--- config.mk ---
export PLATFORM = sky130hd
export DESIGN_NAME = cpra_ctrl
export DESIGN_NICKNAME = d
export VERILOG_FILES = /design/src/design/cpra_pkg.sv /design/src/design/cpra_ctrl.sv
export SDC_FILE = /design/constraint.sdc
export NUM_CORES = 1
export LEC_CHECK = 0
export BUFFER_PORTS_ARGS = -buffer_cell sky130_fd_sc_hd__buf_2
export CELL_PAD_IN_SITES_DETAIL_PLACEMENT = 1
export CELL_PAD_IN_SITES_GLOBAL_PLACEMENT = 1
export CORE_MARGIN = 8
export CORE_UTILIZATION = 33
export CTS_CLUSTER_DIAMETER = 150
export CTS_CLUSTER_SIZE = 10
export DETAILED_ROUTE_END_ITERATION = 16
export PLACE_DENSITY_LB_ADDON = 0.08
export SLEW_MARGIN = 20
export SYNTH_ARGS = -nofsm -noshare
export SYNTH_HDL_FRONTEND = slang
export SYNTH_SLANG_ARGS = --single-unit
--- constraint.sdc ---
create_clock -name aclk -period 4 [get_ports aclk]
set_input_delay 0 -clock aclk [delete_from_list [all_inputs] [get_ports aclk]]
set_output_delay 0 -clock aclk [all_outputs]
set_load 0.05 [all_outputs]
--- src/design/cpra_pkg.sv ---
// Shared types and codes for the contiguous page run allocator.
// Used by the controller, the datapath and the top level. No dependencies.
`default_nettype none
package cpra_pkg;

    localparam logic [1:0] OP_SET_PAGE = 2'd0;
    localparam logic [1:0] OP_ALLOC    = 2'd1;
    localparam logic [1:0] OP_FREE     = 2'd2;
    localparam logic [1:0] OP_RESERVED = 2'd3;

    localparam logic [1:0] ST_OK    = 2'd0;
    localparam logic [1:0] ST_NORUN = 2'd1;
    localparam logic [1:0] ST_BAD   = 2'd2;

    localparam logic [4:0] PAGE_SIZE_LOG2_RESET = 5'd21;

    // Commands from the controller to the datapath.
    typedef struct packed {
        logic load;
        logic decode;
        logic set_write;
        logic res_set;
        logic res_bad;
        logic res_norun;
        logic scan_init;
        logic scan_step;
        logic scan_close;
        logic grant;
        logic walk_init;
        logic walk_step;
        logic capture;
        logic out_load;
    } cmd_t;

    // Status from the datapath to the controller.
    typedef struct packed {
        logic [1:0] op;
        logic       set_ok;
        logic       free_ok;
        logic       need_zero;
        logic       scan_done;
        logic       found;
        logic       walk_end;
    } sts_t;

endpackage
`default_nettype wire

--- src/design/cpra_ctrl.sv ---
// Controller state machine of the page run allocator.
// Depends on cpra_pkg; drives cpra_datapath through cmd_t and reads sts_t.
`default_nettype none
module cpra_ctrl (
    input  wire               aclk,
    input  wire               aresetn,
    input  wire               s_tvalid,
    output logic              s_tready,
    output logic              m_tvalid,
    input  wire               m_tready,
    input  cpra_pkg::sts_t    sts,
    output cpra_pkg::cmd_t    cmd
);
    localparam logic [3:0] S_IDLE   = 4'd0;
    localparam logic [3:0] S_DECODE = 4'd1;
    localparam logic [3:0] S_CHECK  = 4'd2;
    localparam logic [3:0] S_SCAN   = 4'd3;
    localparam logic [3:0] S_CLOSE  = 4'd4;
    localparam logic [3:0] S_GRANT  = 4'd5;
    localparam logic [3:0] S_WALK   = 4'd6;
    localparam logic [3:0] S_READ   = 4'd7;
    localparam logic [3:0] S_CAP    = 4'd8;
    localparam logic [3:0] S_RESULT = 4'd9;

    logic [3:0] state_reg, state_next;
    logic       m_tvalid_reg, m_tvalid_next;

    assign s_tready = (state_reg == S_IDLE);
    assign m_tvalid = m_tvalid_reg;

    always_comb begin
        cmd           = '0;
        state_next    = state_reg;
        m_tvalid_next = m_tvalid_reg && !m_tready;
        unique case (state_reg)
            S_IDLE: begin
                if (s_tvalid) begin
                    cmd.load   = 1'b1;
                    state_next = S_DECODE;
                end
            end
            S_DECODE: begin
                cmd.decode = 1'b1;
                state_next = S_CHECK;
            end
            S_CHECK: begin
                state_next = S_RESULT;
                unique case (sts.op)
                    cpra_pkg::OP_SET_PAGE: begin
                        if (sts.set_ok) begin
                            cmd.set_write = 1'b1;
                            cmd.res_set   = 1'b1;
                        end else begin
                            cmd.res_bad = 1'b1;
                        end
                    end
                    cpra_pkg::OP_ALLOC: begin
                        if (sts.need_zero) begin
                            cmd.res_bad = 1'b1;
                        end else begin
                            cmd.scan_init = 1'b1;
                            state_next    = S_SCAN;
                        end
                    end
                    cpra_pkg::OP_FREE: begin
                        if (sts.free_ok) begin
                            cmd.walk_init = 1'b1;
                            state_next    = S_WALK;
                        end else begin
                            cmd.res_bad = 1'b1;
                        end
                    end
                    default: cmd.res_bad = 1'b1;
                endcase
            end
            S_SCAN: begin
                cmd.scan_step = 1'b1;
                if (sts.scan_done) state_next = S_CLOSE;
            end
            S_CLOSE: begin
                cmd.scan_close = 1'b1;
                state_next     = S_GRANT;
            end
            S_GRANT: begin
                if (sts.found) begin
                    cmd.grant  = 1'b1;
                    state_next = S_READ;
                end else begin
                    cmd.res_norun = 1'b1;
                    state_next    = S_RESULT;
                end
            end
            S_WALK: begin
                cmd.walk_step = 1'b1;
                if (sts.walk_end) state_next = S_READ;
            end
            S_READ: begin
                // The table read of the run's first page is in flight.
                state_next = S_CAP;
            end
            S_CAP: begin
                cmd.capture = 1'b1;
                state_next  = S_RESULT;
            end
            S_RESULT: begin
                if (!m_tvalid_reg || m_tready) begin
                    cmd.out_load  = 1'b1;
                    m_tvalid_next = 1'b1;
                    state_next    = S_IDLE;
                end
            end
            default: state_next = S_IDLE;
        endcase
    end

    always_ff @(posedge aclk) begin
        if (!aresetn) begin
            state_reg    <= S_IDLE;
            m_tvalid_reg <= 1'b0;
        end else begin
            state_reg    <= state_next;
            m_tvalid_reg <= m_tvalid_next;
        end
    end

endmodule
`default_nettype wire

### Word level (Yosys, flattened, before mapping)

Index checks and enable logic that the tools add are counted.
W data, S select, Z words.

| word-level totals | value |
|---|---|
| register bits after elaboration | 5 |
| input port bits | 12 |
| output and inout port bits | 16 |
| logic and storage cells | 61 |

| operators by class | value |
|---|---|
| mux-type cells | 37 |
| reduce and logical (&&, ||, !) cells | 7 |
| equal/unequal tests | 15 |

Operator list:

| kind | count |
|---|---|
| $pmux W4 S10 | 1 |
| $mux W4 | 7 |
| $mux W1 | 24 |
| $eq A4 B3 Y1 const B | 4 |
| $eq A4 B2 Y1 const B | 2 |
| $eq A4 B4 Y1 const B | 2 |
| $ne A2 B2 Y1 const B | 4 |
| $pmux W4 S2 | 1 |
| $eq A4 B1 Y1 const B | 1 |
| $logic_not A4 Y1 | 1 |
| $mux W2 | 2 |
| $reduce_and A4 Y1 | 1 |
| $mux W3 | 1 |
| $pmux W1 S3 | 1 |
| $eq A2 B1 Y1 const B | 1 |
| $eq A2 B2 Y1 const B | 1 |
| $logic_not A1 Y1 | 2 |
| $logic_not A2 Y1 | 1 |
| $logic_and A1 B1 Y1 | 1 |
| $logic_or A1 B1 Y1 | 1 |

### Longest topological paths before layout

| depth | value |
|---|---|
| word-level depth | 4 |
| mapped depth | 6 |
| mapped depth without buffers | 6 |

### Worst setup path after synthesis

Ideal clock, no wire load.

| path | value |
|---|---|
| path kind | register -> output |
| from | register state_reg[3] |
| to | output cmd[13] (netlist bit) |
| stages on the path, launching flop included | 4 |
| arrival time | 2.715 ns |
| path buffers | 1 |
| slack | 1.285 ns |
| data required time | 4.000 ns |
| cells stage by stage | dfxtp_1 -> clkbuf_1 -> nor4_1 -> and2_1 |

RTL lines:

| element | line | RTL |
|---|---|---|
| start: declaration | cpra_ctrl.sv:25 | `logic [3:0] state_reg, state_next;` |
| start signal: assignment | cpra_ctrl.sv:121 | `state_reg <= state_next;` |
| end: declaration | cpra_ctrl.sv:12 | `output cpra_pkg::cmd_t cmd` |

==> results.json <==
{
  "worstReg2RegStart": "state_reg[1]",
  "insertedDiodeCount": 0,
  "grt_usage": 0.1072,
  "peakVddDrop_mv": 0.2299,
  "maxCapViolations": 0,
  "synth_compound_gate_area_share": 0.2589,
  "grt-busiest-layer": "met2",
  "crit_fanout": 14,
  "gr-usage-met1": 0.1074,
  "clock.fmax_mhz": 538.5,
  "fin_util": 0.4432,
  "run_status": "completed",
  "finalCriticalPeriod_ps": 1857,
  "cts_tree": "built",
  "hold_viol": 0,
  "cts.clk_slew.worst_paths_ps": 50,
  "rows": 15,
  "core_area_um2": 1708,
  "ctsResizeCount": 0,
  "min_period_over_period": 0.4642,
  "drtIter0Drc": 3,
  "drc": 0,
  "post_cts_buffers": 0,
  "post_drt_via_cell_ratio": 5.008,
  "muxShareOfSynthArea": 0,
  "largest_reg_flops": 4,
  "syn2layout_area_growth_pct": 27.37,
  "min_to": "state_reg[3]",
  "timing.hold.ws_ps": 35.73,
  "place_congestion": 0.7911,
  "hp-start": "aresetn",
  "drt-total-wl_um": 1758,
  "finalClockSkew_ps": 6.238,
  "final.setup.tns_ps": 0,
  "postLayoutSetupSlackWorst_ps": 2143,
  "critical_path_class": "flop to output pin",
  "syn_area_um2": 594.3,
  "slew_viol_final": 0,
  "dr.pass1.iters": 3,
  "htreeDepth": 1,
  "cts_hold_buffers": 0,
  "die_h_um": 58.44,
  "reg2regPathDepth": 4,
  "synth_edf_count": 0,
  "first_global_vias": 683,
  "cts-buffers-inserted": 3,
  "max_slew.worst_pin.slew_ps": 502.5,
  "synthAdderAreaFrac": 0.1053,
  "wl_per_cell_um": 13.63,
  "startpoint_type": "flop",
  "antenna_found_initial": 0,
  "ys_ff_latch": 5,
  "cts_buffer_depth": 2,
  "cts-root-buf": "clkbuf_4",
  "yosys_warnings": 0,
  "slew_headroom": 0.6646,
  "grt_pass1_wl_um": 2946,
  "syn_nets": 96,
  "drive_gt1_frac": 0.3173,
  "grt_overflow": 0,
  "clk_latency_ps": 240,
  "nets": 122,
  "grt_use_met2": 0.1953,
  "detail-route-antenna-nets": 0,
  "r2r_slack_ps": 2310,
  "rsz0062_at_grt": "no",
  "die_x_um": 58.44,
  "powerDensity_nw_per_um2": 398.1,
  "syn_area_per_cell_um2": 7.523,
  "yosysSeqAreaShare": 0.1684,
  "synth_top_family_by_area": "simple AND/OR/NAND/NOR gates",
  "worst-endpoint-required_ps": 4000,
  "numClockSinks": 5,
  "setup-violations-final": 0,
  "portBuffers": 27,
  "met3_usage": 0.04565,
  "synth-simple-area-share": 0.3726,
  "synthCells": 79,
  "async_flop_share": 0,
  "critical_path.startpoint": "state_reg[1]",
  "arrival_ps": 1860,
  "ys_types": 36,
  "synth_xor_area_frac": 0,
  "hold_path_depth": 2,
  "start_util": 0.3480,
  "leakage_nw": 0.3667,
  "dp_hpwl_um": 1413,
  "reg2reg_to": "state_reg[1]",
  "io_pins": 28,
  "dp_slack_ps": 2315,
  "grt_max_degree": 19,
  "dieArea_um2": 3415,
  "vias": 646,
  "end_kind": "output pin",
  "synthFlopType": "dfxtp_1",
  "hp-class": "primary input to flop"
}
## worst max-delay path by stage
stage / slack (ps) / depth (start not counted) / endpoint
final: 2140 / 3 / cmd[10]
after global placement: 2350 / 4 / state_reg[1]
after CTS: 2130 / 3 / cmd[9]
after global routing: 2020 / 3 / cmd[9]
after detailed placement: 2310 / 4 / state_reg[1]
after floorplan: 1280 / 3 / cmd[13]
## critical path: stages (launching register included)
cell,delay (ps)
dfxtp_1,550
or4b_1,620
nor2_1,170
buf_2,280
## placed cells by master, fill, tap and decap left out, types with 3 or more instances in the layout
| cell | count |
|---|---|
| buf_2 | 27 |
| inv_1 | 7 |
| a21oi_1 | 6 |
| nor2_1 | 5 |
| ha_1 | 5 |
| dfxtp_1 | 5 |
| nand2_1 | 4 |
| nor2b_1 | 4 |
| nor3_1 | 3 |
| nor4_1 | 3 |
| nand2b_1 | 3 |
| clkbuf_4 | 3 |
## final cells by class
| type | instances | area, µm² |
|---|---|---|
| Fill cell | 218 | 950.9 |
| Multi-Input combinational cell | 61 | 437.9 |
| Timing Repair Buffer | 27 | 135.1 |
| Sequential cell | 5 | 100.1 |
| Tap cell | 25 | 31.28 |
| Clock buffer | 4 | 26.28 |
| Inverter | 7 | 26.28 |
## synthesized netlist by cell type, drive strengths merged, types with 3 or more instances
cell | count | area [µm²]
a21oi | 7 | 38.79
buf | 4 | 22.52
dfxtp | 5 | 100.1
ha | 5 | 62.56
inv | 7 | 26.28
nand2 | 4 | 15.01
nand2b | 3 | 18.77
nor2 | 5 | 18.77
nor2b | 4 | 25.02
nor3 | 3 | 15.01
nor4 | 3 | 18.77
o21ai | 3 | 15.01
## metrics by stage
step,std cells,power (mW),area [µm²]
global placement,125,0.2443,730.7
finish,129,0.3014,757.0
CTS,129,0.3057,757.0
global route,129,0.3259,757.0
floorplan,79,0.2089,594.3
detailed placement,125,0.2456,730.7
## report_power, final
part | internal [mW] | switching (mW)
logic | 0.0531 | 0.111
registers | 0.0573 | 0.0226
clock network | 0.0377 | 0.0199
## per-layer routing
layer  wire (µm)  share of wire  vias up
met3         107          0.061        2
li1            -              -      337
met2         882           0.50       12
met4           8         0.0046        0
met1         759           0.43      295
met5           0              0        -
## cells by family (layout without fill, tap and decap cells)
family                   after synthesis  count (layout)
AO/OA/AOI/OAI                         21              21
flip-flops                             5               5
adder cells (fa/ha/maj)                5               5
AND/OR/NAND/NOR                       35              35
buffers and inverters                 13              38
Note: power is estimated with default switching activity, not from simulation.
